--- src/pes_pkg.sv ---
// Shared types and constants for the pixel extreme statistics core.
// No dependencies; every other file refers to this package by scoped names.
`timescale 1ns / 1ps

package pes_pkg;

  localparam int unsigned CH_W        = 8;
  localparam int unsigned SUM_W       = 10;
  localparam int unsigned POS_W       = 12;
  localparam int unsigned PIX_W       = 3 * CH_W;
  localparam int unsigned LOC_W       = 2 * POS_W;
  localparam int unsigned CFG_W       = 13;
  localparam int unsigned NUM_CH      = 3;
  localparam logic [CFG_W-1:0] WIDTH_RESET = 13'd640;

  typedef enum logic [2:0] {
    KIND_BRIGHTEST = 3'd0,
    KIND_DARKEST   = 3'd1,
    KIND_MAX_RED   = 3'd2,
    KIND_MAX_GREEN = 3'd3,
    KIND_MAX_BLUE  = 3'd4,
    KIND_MIN_RED   = 3'd5,
    KIND_MIN_GREEN = 3'd6,
    KIND_MIN_BLUE  = 3'd7
  } report_kind_e;

  // Pixel packs R in the top byte; location packs row above column.
  typedef struct packed {
    logic [PIX_W-1:0]              bright_pix;
    logic [LOC_W-1:0]              bright_pos;
    logic [PIX_W-1:0]              dark_pix;
    logic [LOC_W-1:0]              dark_pos;
    logic [NUM_CH-1:0][CH_W-1:0]   peak_val;
    logic [NUM_CH-1:0][LOC_W-1:0]  peak_pos;
    logic [NUM_CH-1:0][CH_W-1:0]   floor_val;
    logic [NUM_CH-1:0][LOC_W-1:0]  floor_pos;
  } frame_stats_t;

  typedef struct packed {
    logic full;
    logic avail;
  } q_status_t;

endpackage

--- src/pes_front.sv ---
// Front end: raster counters and per-frame extreme trackers, one pixel a cycle while take_i is high.
// Depends on pes_pkg. Hands a finished frame record to the snapshot queue.
`timescale 1ns / 1ps

module pes_front #(
  parameter int unsigned MAX_WIDTH  = 4096,
  parameter int unsigned MAX_HEIGHT = 4096
) (
  input  logic                         clk_i,
  input  logic                         rst_ni,
  input  logic [pes_pkg::CFG_W-1:0]    image_width_i,
  input  logic                         take_i,
  input  logic [pes_pkg::CH_W-1:0]     red_i,
  input  logic [pes_pkg::CH_W-1:0]     green_i,
  input  logic [pes_pkg::CH_W-1:0]     blue_i,
  input  logic                         end_of_frame_i,
  output logic                         snap_push_o,
  output pes_pkg::frame_stats_t        snap_o
);

  localparam int unsigned ColW  = (MAX_WIDTH > 1) ? $clog2(MAX_WIDTH) : 1;
  localparam int unsigned RowW  = (MAX_HEIGHT > 1) ? $clog2(MAX_HEIGHT) : 1;
  localparam int unsigned CmpW  = (ColW + 1 > pes_pkg::CFG_W) ? ColW + 1 : pes_pkg::CFG_W;
  localparam int unsigned PosW  = pes_pkg::POS_W;
  localparam int unsigned SumW  = pes_pkg::SUM_W;
  localparam int unsigned NumCh = pes_pkg::NUM_CH;
  localparam logic [CmpW-1:0] WidthMax = CmpW'(MAX_WIDTH);
  localparam logic [RowW-1:0] RowLast  = RowW'(MAX_HEIGHT - 1);

  logic [ColW-1:0]  col_q, col_d;
  logic [RowW-1:0]  row_q, row_d;
  logic             started_q, started_d;
  logic [SumW-1:0]  bsum_q, bsum_d, dsum_q, dsum_d;
  pes_pkg::frame_stats_t stats_q, stats_d;

  logic [NumCh-1:0][pes_pkg::CH_W-1:0] ch;
  logic [SumW-1:0]          sum;
  logic [pes_pkg::PIX_W-1:0] pix;
  logic [pes_pkg::LOC_W-1:0] pos;
  logic                     first;
  logic [CmpW-1:0]          w_raw, w_eff, col_next;
  logic                     wrap;

  always_comb begin
    ch[0] = red_i;
    ch[1] = green_i;
    ch[2] = blue_i;
    sum   = SumW'(red_i) + SumW'(green_i) + SumW'(blue_i);
    pix   = {red_i, green_i, blue_i};
    pos   = {PosW'(row_q), PosW'(col_q)};
    first = ~started_q;
  end

  // Update trackers; ties keep the earlier pixel.
  always_comb begin
    stats_d = stats_q;
    bsum_d  = bsum_q;
    dsum_d  = dsum_q;
    if (first || sum > bsum_q) begin
      bsum_d             = sum;
      stats_d.bright_pix = pix;
      stats_d.bright_pos = pos;
    end
    if (first || sum < dsum_q) begin
      dsum_d           = sum;
      stats_d.dark_pix = pix;
      stats_d.dark_pos = pos;
    end
    for (int i = 0; i < NumCh; i++) begin
      if (first || ch[i] > stats_q.peak_val[i]) begin
        stats_d.peak_val[i] = ch[i];
        stats_d.peak_pos[i] = pos;
      end
      if (first || ch[i] < stats_q.floor_val[i]) begin
        stats_d.floor_val[i] = ch[i];
        stats_d.floor_pos[i] = pos;
      end
    end
  end

  // Clamp the width and advance the raster counters.
  always_comb begin
    w_raw = CmpW'(image_width_i);
    priority if (w_raw == '0) begin
      w_eff = CmpW'(1);
    end else if (w_raw > WidthMax) begin
      w_eff = WidthMax;
    end else begin
      w_eff = w_raw;
    end
    col_next = CmpW'(col_q) + CmpW'(1);
    wrap     = (col_next >= w_eff);

    col_d     = col_q;
    row_d     = row_q;
    started_d = started_q;
    if (take_i) begin
      if (end_of_frame_i) begin
        col_d     = '0;
        row_d     = '0;
        started_d = 1'b0;
      end else begin
        started_d = 1'b1;
        if (wrap) begin
          col_d = '0;
          if (row_q != RowLast) begin
            row_d = row_q + RowW'(1);
          end
        end else begin
          col_d = ColW'(col_next);
        end
      end
    end
  end

  always_ff @(posedge clk_i or negedge rst_ni) begin
    if (!rst_ni) begin
      col_q     <= '0;
      row_q     <= '0;
      started_q <= 1'b0;
    end else begin
      col_q     <= col_d;
      row_q     <= row_d;
      started_q <= started_d;
    end
  end

  always_ff @(posedge clk_i) begin
    if (take_i) begin
      stats_q <= stats_d;
      bsum_q  <= bsum_d;
      dsum_q  <= dsum_d;
    end
  end

  assign snap_push_o = take_i & end_of_frame_i;
  assign snap_o      = stats_d;

endmodule

--- src/pes_snap_queue.sv ---
// Two-entry queue of finished frame records between front and back end.
// Depends on pes_pkg.
`timescale 1ns / 1ps

module pes_snap_queue (
  input  logic                  clk_i,
  input  logic                  rst_ni,
  input  logic                  push_i,
  input  pes_pkg::frame_stats_t data_i,
  input  logic                  pop_i,
  output pes_pkg::q_status_t    status_o,
  output pes_pkg::frame_stats_t head_o
);

  pes_pkg::frame_stats_t entries_q [2];
  logic       wr_q, rd_q;
  logic [1:0] cnt_q, cnt_d;

  always_comb begin
    cnt_d = cnt_q;
    if (push_i && !pop_i) begin
      cnt_d = cnt_q + 2'd1;
    end else if (pop_i && !push_i) begin
      cnt_d = cnt_q - 2'd1;
    end
  end

  always_ff @(posedge clk_i or negedge rst_ni) begin
    if (!rst_ni) begin
      wr_q  <= 1'b0;
      rd_q  <= 1'b0;
      cnt_q <= '0;
    end else begin
      cnt_q <= cnt_d;
      if (push_i) begin
        wr_q <= ~wr_q;
      end
      if (pop_i) begin
        rd_q <= ~rd_q;
      end
    end
  end

  always_ff @(posedge clk_i) begin
    if (push_i) begin
      entries_q[wr_q] <= data_i;
    end
  end

  assign status_o.full  = (cnt_q == 2'd2);
  assign status_o.avail = (cnt_q != 2'd0);
  assign head_o         = entries_q[rd_q];

endmodule

--- src/pes_back.sv ---
// Back end: walks a frame record through its eight reports into the result register.
// Depends on pes_pkg.
`timescale 1ns / 1ps

module pes_back (
  input  logic                        clk_i,
  input  logic                        rst_ni,
  input  pes_pkg::q_status_t          q_status_i,
  input  pes_pkg::frame_stats_t       head_i,
  output logic                        snap_pop_o,
  input  logic                        pop,
  output logic                        empty,
  output logic [2:0]                  report_kind_o,
  output logic [pes_pkg::POS_W-1:0]   pos_x_o,
  output logic [pes_pkg::POS_W-1:0]   pos_y_o,
  output logic [pes_pkg::CH_W-1:0]    pix_red_o,
  output logic [pes_pkg::CH_W-1:0]    pix_green_o,
  output logic [pes_pkg::CH_W-1:0]    pix_blue_o,
  output logic [pes_pkg::CH_W-1:0]    channel_value_o,
  output logic                        last_report_o
);

  localparam int unsigned PosW = pes_pkg::POS_W;
  localparam int unsigned ChW  = pes_pkg::CH_W;

  logic [2:0]               idx_q;
  logic                     valid_q;
  logic                     load;
  pes_pkg::report_kind_e    kind;
  logic [pes_pkg::LOC_W-1:0] sel_pos;
  logic [pes_pkg::PIX_W-1:0] sel_pix;
  logic [ChW-1:0]           sel_val;

  logic [2:0]               kind_q;
  logic [pes_pkg::LOC_W-1:0] pos_q;
  logic [pes_pkg::PIX_W-1:0] pix_q;
  logic [ChW-1:0]           val_q;
  logic                     last_q;

  assign load       = q_status_i.avail && (!valid_q || pop);
  assign snap_pop_o = load && (idx_q == 3'(pes_pkg::KIND_MIN_BLUE));
  assign kind       = pes_pkg::report_kind_e'(idx_q);

  always_comb begin
    sel_pos = '0;
    sel_pix = '0;
    sel_val = '0;
    unique case (kind)
      pes_pkg::KIND_BRIGHTEST: begin
        sel_pos = head_i.bright_pos;
        sel_pix = head_i.bright_pix;
      end
      pes_pkg::KIND_DARKEST: begin
        sel_pos = head_i.dark_pos;
        sel_pix = head_i.dark_pix;
      end
      pes_pkg::KIND_MAX_RED: begin
        sel_pos = head_i.peak_pos[0];
        sel_val = head_i.peak_val[0];
      end
      pes_pkg::KIND_MAX_GREEN: begin
        sel_pos = head_i.peak_pos[1];
        sel_val = head_i.peak_val[1];
      end
      pes_pkg::KIND_MAX_BLUE: begin
        sel_pos = head_i.peak_pos[2];
        sel_val = head_i.peak_val[2];
      end
      pes_pkg::KIND_MIN_RED: begin
        sel_pos = head_i.floor_pos[0];
        sel_val = head_i.floor_val[0];
      end
      pes_pkg::KIND_MIN_GREEN: begin
        sel_pos = head_i.floor_pos[1];
        sel_val = head_i.floor_val[1];
      end
      pes_pkg::KIND_MIN_BLUE: begin
        sel_pos = head_i.floor_pos[2];
        sel_val = head_i.floor_val[2];
      end
    endcase
  end

  always_ff @(posedge clk_i or negedge rst_ni) begin
    if (!rst_ni) begin
      idx_q   <= '0;
      valid_q <= 1'b0;
    end else begin
      if (load) begin
        idx_q   <= idx_q + 3'd1;
        valid_q <= 1'b1;
      end else if (pop) begin
        valid_q <= 1'b0;
      end
    end
  end

  always_ff @(posedge clk_i) begin
    if (load) begin
      kind_q <= idx_q;
      pos_q  <= sel_pos;
      pix_q  <= sel_pix;
      val_q  <= sel_val;
      last_q <= (kind == pes_pkg::KIND_MIN_BLUE);
    end
  end

  assign empty           = ~valid_q;
  assign report_kind_o   = kind_q;
  assign pos_x_o         = pos_q[PosW-1:0];
  assign pos_y_o         = pos_q[2*PosW-1:PosW];
  assign pix_red_o       = pix_q[3*ChW-1:2*ChW];
  assign pix_green_o     = pix_q[2*ChW-1:ChW];
  assign pix_blue_o      = pix_q[ChW-1:0];
  assign channel_value_o = val_q;
  assign last_report_o   = last_q;

endmodule

--- src/pixel_extreme_statistics_core.sv ---
// Top level of the pixel extreme statistics core: width register, front end,
// snapshot queue and report back end. Depends on pes_pkg, pes_front,
// pes_snap_queue and pes_back.
`timescale 1ns / 1ps

// Takes one RGB pixel per clock in raster order while full is low and, on
// the pixel marked end_of_frame, queues a record of the frame's brightest
// and darkest pixel (by R+G+B) and the per-channel maxima and minima with
// their positions. The report sequencer drains each record as eight
// results, one per cycle while results are popped; the first one passes
// through the frame record queue and then the result register after the
// end-of-frame pixel is accepted. Full rises only when both entries of the
// two-deep frame record queue are taken, which happens when frames shorter
// than eight pixels arrive back to back or results are not popped. The
// width register is sampled on every pixel and clamped to 1..MAX_WIDTH.

module pixel_extreme_statistics_core #(
  parameter int unsigned MAX_WIDTH  = 4096,
  parameter int unsigned MAX_HEIGHT = 4096
) (
  input  logic                        clk_i,
  input  logic                        rst_ni,
  input  logic                        cfg_valid_i,
  output logic                        cfg_ready_o,
  input  logic [pes_pkg::CFG_W-1:0]   cfg_data_i,
  input  logic                        push,
  output logic                        full,
  input  logic [pes_pkg::CH_W-1:0]    red_i,
  input  logic [pes_pkg::CH_W-1:0]    green_i,
  input  logic [pes_pkg::CH_W-1:0]    blue_i,
  input  logic                        end_of_frame_i,
  output logic                        empty,
  input  logic                        pop,
  output logic [2:0]                  report_kind_o,
  output logic [pes_pkg::POS_W-1:0]   pos_x_o,
  output logic [pes_pkg::POS_W-1:0]   pos_y_o,
  output logic [pes_pkg::CH_W-1:0]    pix_red_o,
  output logic [pes_pkg::CH_W-1:0]    pix_green_o,
  output logic [pes_pkg::CH_W-1:0]    pix_blue_o,
  output logic [pes_pkg::CH_W-1:0]    channel_value_o,
  output logic                        last_report_o
);

  logic [pes_pkg::CFG_W-1:0] width_q;
  logic                      take;
  logic                      snap_push;
  logic                      snap_pop;
  pes_pkg::frame_stats_t     snap;
  pes_pkg::frame_stats_t     head;
  pes_pkg::q_status_t        q_stat;

  assign cfg_ready_o = 1'b1;
  assign full        = q_stat.full;
  assign take        = push & ~q_stat.full;

  always_ff @(posedge clk_i or negedge rst_ni) begin
    if (!rst_ni) begin
      width_q <= pes_pkg::WIDTH_RESET;
    end else if (cfg_valid_i && cfg_ready_o) begin
      width_q <= cfg_data_i;
    end
  end

  pes_front #(
    .MAX_WIDTH  (MAX_WIDTH),
    .MAX_HEIGHT (MAX_HEIGHT)
  ) u_front (
    .clk_i          (clk_i),
    .rst_ni         (rst_ni),
    .image_width_i  (width_q),
    .take_i         (take),
    .red_i          (red_i),
    .green_i        (green_i),
    .blue_i         (blue_i),
    .end_of_frame_i (end_of_frame_i),
    .snap_push_o    (snap_push),
    .snap_o         (snap)
  );

  pes_snap_queue u_queue (
    .clk_i    (clk_i),
    .rst_ni   (rst_ni),
    .push_i   (snap_push),
    .data_i   (snap),
    .pop_i    (snap_pop),
    .status_o (q_stat),
    .head_o   (head)
  );

  pes_back u_back (
    .clk_i           (clk_i),
    .rst_ni          (rst_ni),
    .q_status_i      (q_stat),
    .head_i          (head),
    .snap_pop_o      (snap_pop),
    .pop             (pop),
    .empty           (empty),
    .report_kind_o   (report_kind_o),
    .pos_x_o         (pos_x_o),
    .pos_y_o         (pos_y_o),
    .pix_red_o       (pix_red_o),
    .pix_green_o     (pix_green_o),
    .pix_blue_o      (pix_blue_o),
    .channel_value_o (channel_value_o),
    .last_report_o   (last_report_o)
  );

  a_no_overflow: assert property (@(posedge clk_i) disable iff (!rst_ni)
    snap_push |-> !q_stat.full)
    else $error("frame record pushed into a full queue");

  a_no_underflow: assert property (@(posedge clk_i) disable iff (!rst_ni)
    snap_pop |-> q_stat.avail)
    else $error("frame record popped from an empty queue");

  a_last_kind: assert property (@(posedge clk_i) disable iff (!rst_ni)
    !empty |-> (last_report_o == (report_kind_o == 3'(pes_pkg::KIND_MIN_BLUE))))
    else $error("last_report does not match the final report kind");

  a_channel_pix_zero: assert property (@(posedge clk_i) disable iff (!rst_ni)
    (!empty && report_kind_o != 3'(pes_pkg::KIND_BRIGHTEST)
            && report_kind_o != 3'(pes_pkg::KIND_DARKEST))
      |-> (pix_red_o == '0 && pix_green_o == '0 && pix_blue_o == '0))
    else $error("channel report carries pixel data");

endmodule

--- config.mk ---
export PLATFORM = sky130hd
export DESIGN_NAME = pixel_extreme_statistics_core
export DESIGN_NICKNAME = d
export VERILOG_FILES = /design/src/pes_pkg.sv /design/src/pes_front.sv /design/src/pes_snap_queue.sv /design/src/pes_back.sv /design/src/pixel_extreme_statistics_core.sv
export SDC_FILE = /design/constraint.sdc
export NUM_CORES = 1
export LEC_CHECK = 0
export ABC_AREA = 1
export ABC_CLOCK_PERIOD_IN_PS = 33900
export BUFFER_PORTS_ARGS = -buffer_cell sky130_fd_sc_hd__buf_2
export CAP_MARGIN = 20
export CORE_MARGIN = 2
export CORE_UTILIZATION = 40
export CTS_BUF_LIST = sky130_fd_sc_hd__clkbuf_4 sky130_fd_sc_hd__clkbuf_8 sky130_fd_sc_hd__clkbuf_16
export DETAILED_ROUTE_END_ITERATION = 8
export HOLD_SLACK_MARGIN = 0.03
export MAX_ROUTING_LAYER = met4
export PLACE_DENSITY = 0.54
export SLEW_MARGIN = 20
export SYNTH_ARGS = -nofsm -noshare
export SYNTH_HDL_FRONTEND = slang
export SYNTH_HIERARCHICAL = 1
export SYNTH_SLANG_ARGS = --single-unit
--- constraint.sdc ---
create_clock -name clk_i -period 33.9 [get_ports clk_i]
set_clock_uncertainty 0.1 [all_clocks]
set_input_delay 0 -clock clk_i [delete_from_list [all_inputs] [get_ports clk_i]]
set_output_delay 0 -clock clk_i [all_outputs]
set_load 0.005 [all_outputs]
Word-level counts from Yosys, hierarchy flattened
Memory sizes are Yosys's and may differ from the RTL's.
Cells that the tools add are included.
- word-level logic and storage cells: 123
- memory bits (read-only): 0
- register bits after elaboration: 414
- memories: 1
- latch bits: 0
- bits in writable memories: 576
- input port bits: 43
- memory list (name ; depth ; width ; rd ports ; clocked after memory_dff ; wr ports ; RTL line ; text):
    u_queue.entries_q ; 2 ; 288 ; 1 ; 0 ; 1 ; pes_snap_queue.sv:15 ; pes_pkg::frame_stats_t entries_q [2];
- shift-type cells: 0
- divide/modulo/power cells: 0
- multiply operators: 0
- order comparisons: 10
- mux-type cells: 31
- equality and inequality tests: 9
- bitwise operators: 7
- reductions and logical operators: 26
- add/sub/neg operators: 7
- operators by type and width (kind ; count):
    case mux 24 bit (8 select lines) ; 1
    2-to-1 mux 24 bit ; 6
    2-to-1 mux 48 bit ; 2
    2-to-1 mux 12 bit ; 5
    2-to-1 mux 8 bit ; 6
    case mux 24 bit (2 select lines) ; 1
    case mux 8 bit (6 select lines) ; 1
    2-to-1 mux 13 bit ; 2
    > comparator 8 bit ; 3
    less-than comparator 8 bit ; 3
    adder 12 x 1 -> 13 bit (second input constant) ; 1
    >= comparator 13 bit ; 1
    > comparator 13 bit (second input constant) ; 1
    zero test 13 bit ; 1
    adder 12 x 1 -> 12 bit (second input constant) ; 1
    equality test 3 bit (second input constant) ; 4
    inequality test 12 bit (second input constant) ; 1
    adder 10 x 8 -> 10 bit ; 1
    > comparator 10 bit ; 1
    less-than comparator 10 bit ; 1
    nonzero test 2 bit ; 5
    adder 8 x 8 -> 9 bit ; 1
    logical OR 1 bit ; 9
    equality test 3 x 2 -> 1 bit (second input constant) ; 2
    14 further kinds ; 30

Logic depth before layout (Yosys ltp)
- word-level depth: 8
- gate-level depth with buffers: 22
- mapped depth without buffers: 20

Hierarchy
Netlist, hierarchy kept.
- by module, submodules not included (module ; cells an instance ; times used ; sequential area each (µm²) ; area each (µm²)):
    pes_snap_queue ; 921 ; 1 ; 17396.7 ; 21813.4
    pes_front ; 1873 ; 1 ; 9874.5 ; 17461.7
    pes_back ; 661 ; 1 ; 1901.8 ; 4688.2
    pixel_extreme_statistics_core ; 59 ; 1 ; 327.8 ; 515.5

Worst setup path after synthesis
No wires, ideal clock.
- path type: reg2reg
- from: reg u_queue.cnt_q[1]
- to: mem u_queue/entries_q[0][0] (netlist name) (enable)
- setup time: 0.948 ns
- setup slack: 7.474 ns
- data arrival time: 25.378 ns
- cell stages (with the launch flop): 9
- cells stage by stage: dfrtp_1 -> inv_1 -> nor2_1 -> nor2_1 -> clkbuf_1 -> nand2_1 -> inv_1 -> inv_1 -> nor2_1
- word-level cells in the longest chain between the ends: 6
- RTL lines (element ; RTL line ; text):
    start: declaration ; pes_snap_queue.sv:17 ; logic [1:0] cnt_q, cnt_d;
    start signal: assignment ; pes_snap_queue.sv:34 ; cnt_q <= cnt_d;
    equality test 2 bit ; pes_snap_queue.sv:50 ; assign status_o.full = (cnt_q == 2'd2);
    via full ; pixel_extreme_statistics_core.sv:27 ; output logic full,
    NOT 1 bit ; pixel_extreme_statistics_core.sv:54 ; assign take = push & ~q_stat.full;
    bitwise AND 1 bit ; pixel_extreme_statistics_core.sv:54 ;
    via take ; pixel_extreme_statistics_core.sv:45 ; logic take;
    bitwise AND 1 bit ; pes_front.sv:136 ; assign snap_push_o = take_i & end_of_frame_i;
    via snap_push ; pixel_extreme_statistics_core.sv:46 ; logic snap_push;
    2-to-1 mux 1 bit ; pes_snap_queue.sv:45 ; if (push_i) begin
    2-to-1 mux 1 bit (implied by the code) ; pes_snap_queue.sv:46 ; entries_q[wr_q] <= data_i;
    end: declaration ; pes_snap_queue.sv:15 ;
The timed path passes the listed nets, and every way through them passes these cells.

==> out/summary.txt <==
Sequential element share of the synthesized area - 66.33%
Worst slew margin - 24.27%
CTS tree - yes
Fin util - 45.68%
Placed cells - 4955
Post-synth EDFFs - 944
Nets - 3805
Total wire length - 118.7 mm
Power density cells - 92.41 nW/um2
FMAX - 0.2238 GHz
Setup TNS - 0 ns
Post-synthesis async set-or-reset flop share - 4.646%
Worst skew pair latency - 0.69 ns
Synth area leader - edfxtp_1
RR Endpoint - u_queue/entries_q[1][8]
DRT iter0 DRCs - 2387
Pleak - 20.36 nW
Dpl cell area - 46060 um2
CTS Buf Count - 109
CP most frequent cell - nand2_1
Syn Std Cell Area - 44480 um2
Clk pin slew, worst setup/hold paths - 0.06 ns
M1 GR Usage - 29.26%
PortBufs - 104
VDD IR max - 59.24 uV
Synth warnings - 6
CP peak stage delay - 0.56 ns
CP Capture Type - flop
Clock Path Buffers - 3
Nature of the critical path startpoint - input port
Area contributors post-synth - edfxtp_1, nand2_1, mux2_4
Yosys top cell area share - 63.73%
Crit path to - u_queue/entries_q[0][231]
Routability cong. - 0.8026
Synth Area per Inst - 12.66 um2
Gates resized, CTS repair - 0
Total core area - 110500 um2
Vias in the first global route - 26860
Die ar. - 113900 um2
Met3 Usage GRT - 3.470%
Pwr Total - 4.665 mW
Critical-path cell list - dlygate4sd3_1 > buf_2 > fa_1 > ha_1 > fa_1 > nand3_1 > nand3_1 > nand2_1 > nand2_1 > a21oi_1 > nor2_1 > nor2_1 > nor2_1 > ha_1 > nand2_1 > nor2_1 > o211ai_1 > nand3_2 > buf_4 > nand2_4 > nand2_1 > nand2_1
Worst min-delay path startpoint - red_i[0]
Global-route wire length before repair - 175.2 mm
WHS - 0.2213 ns
Fin crit period - 4.468 ns
# DRC - 0
Boundary pin count - 106
Max Slew Vio Count - 0
Worst min path class - in -> reg
Worst EP required - 34.21 ns
Initial DRT Pass Iterations - 6
R2R setup slack - 29.83 ns
Endpoints failing hold - 0
Detailed placement HPWL - 64.52 mm
H-tree depth - 3
Max-cap viol count - 0
M2 GR Usage - 33.22%
Fin area - 50480 um2
Pre-CTS setup slack - 29.35 ns
Unique cell type count in the Yosys netlist - 42
Die Ht - 337.5 um
Final setup violation count - 0
Tightest Pin Transition - 1.136 ns
Reg2reg path depth - 9
Grt peak-use layer - met2
Critical path data arrival time - 4.78 ns
Kind of critical path - in -> reg
Status - completed
Rows - 122
Synthesized flop and latch total - 990
Initial antenna violation count - 0
Layout cells sized above 1 - 18.27%
Syn Nets - 3659
Mapped Cells - 3514
Clk sinks - 990
Die X-Extent - 337.5 um
Initial Util - 40.25%
RSZ-0062 raised after global routing - false
CP max-delay cell - nand2_4
WL/cell - 22.66 um
Diodes inserted - 0
Synth cell count leaders - nand2_1, edfxtp_1, nand3_1
Final setup margin - 29.43 ns
GRT Residual Overflow - 0
Antenna Nets Post-Route - 0
Most frequent cell after synthesis - nand2_1
Total GRT Usage - 21.41%
Clock root buffer - clkbuf_16
Setup crit start - blue_i[1]
Origin of the critical flop-to-flop path - u_queue/cnt_q[1]
Non-Filler Instances - 5237
CP max FO - 48
Vias per std cell - 5.234
Synth-to-Final Area Change - 13.49%
Largest net degree at the start of global routing - 124
Ys flop type - edfxtp_1
Vias - 27410
Final period utilization - 13.18%
## cell usage in the layout, fill, tap and decap left out, drive strengths merged, types with 3 or more instances in the layout
cell type	count
nor2	129
nand3	473
a211oi	3
ha	93
xnor2	3
bufinv	10
nand4	39
mux2	288
o21ai	41
a21oi	46
clkinv	38
clkbuf	145
buf	156
inv	172
o21a	5
dlygate4sd3	82
dfrtp	44
nand2	985
fa	9
xor2	16
nor3b	4
edfxtp	944
o22ai	5
nor3	4
clkinvlp	3
## final cells by class
type	instances	area (um2)
clock buffer	145	3023
clock inverter	55	578.1
fill	10010	60040
inverter	168	639.4
multi-input combinational	2153	13110
sequential	990	29510
tap	1488	1862
timing repair buffer	238	1757
## timing repair
item / 4_1_cts / 5_1_grt
buffers inserted: 0 / 0
endpoints found under the hold margin: 368 / 0
hold buffers: 82 / 0
## registers in the layout (all words and copies together) (netlist names)
| name | cells |
|---|---|
| u_back/channel_value_o | 8 |
| u_back/pos_q | 24 |
| u_front/started_q | 1 |
| u_front/stats_q | 288 |
| u_back/pix_q | 24 |
| width_q | 13 |
| u_front/dsum_q | 10 |
| u_queue/rd_q | 1 |
| u_back/valid_q | 1 |
| u_back/last_report_o | 1 |
| u_front/col_q | 12 |
| u_queue/cnt_q | 2 |
| u_queue/wr_q | 1 |
| u_queue/entries_q | 576 |
| u_front/bsum_q | 10 |
| u_back/report_kind_o | 3 |
| u_front/row_q | 12 |
| u_back/idx_q | 3 |
## report_power, final
part	internal, mW	switching [mW]
logic	0.479	1.05
registers	1.83	0.118
clock network	0.703	0.483
total	3.01	1.65
## how the worst min path moves through the flow
stage,end,depth (start not counted),slack [ns]
global placement,width_q[8],2,0.09
finish,u_queue/entries_q[1][280],4,0.22
global route,u_queue/entries_q[0][232],4,0.23
CTS,u_front/stats_q[280],4,0.15
detailed placement,width_q[10],2,0.10
floorplan,u_back/idx_q[0],0,-0.40
## metal layers
metal / share of wire [%] / up-vias
met3: 6.6 / 174
met1: 45 / 13680
li1: - / 12680
met5: 0 / -
met2: 46 / 874
met4: 2.6 / 0
## critical path, delay by kind of cell
kind                       cells  cell delay [ns]
AOI/OAI and AO/OA              2             0.32
adders and majority gates      4             1.48
buffers and inverters          3             1.15
and+or+nand+nor               13             1.75
## cell families after synthesis
| group | Yosys count | share of synthesized area, % |
|---|---|---|
| muxes | 288 | 8.979 |
| adders and majority gates | 102 | 3.021 |
| buffers and inverters | 371 | 4.295 |
| other | 1 | 0.008431 |
| xor gates and xnor gates | 19 | 0.3741 |
| AOI/OAI and AO/OA | 107 | 1.305 |
| DFF | 990 | 66.33 |
| and+or+nand+nor | 1636 | 15.69 |
Note: power is estimated with default switching activity, not from simulation.
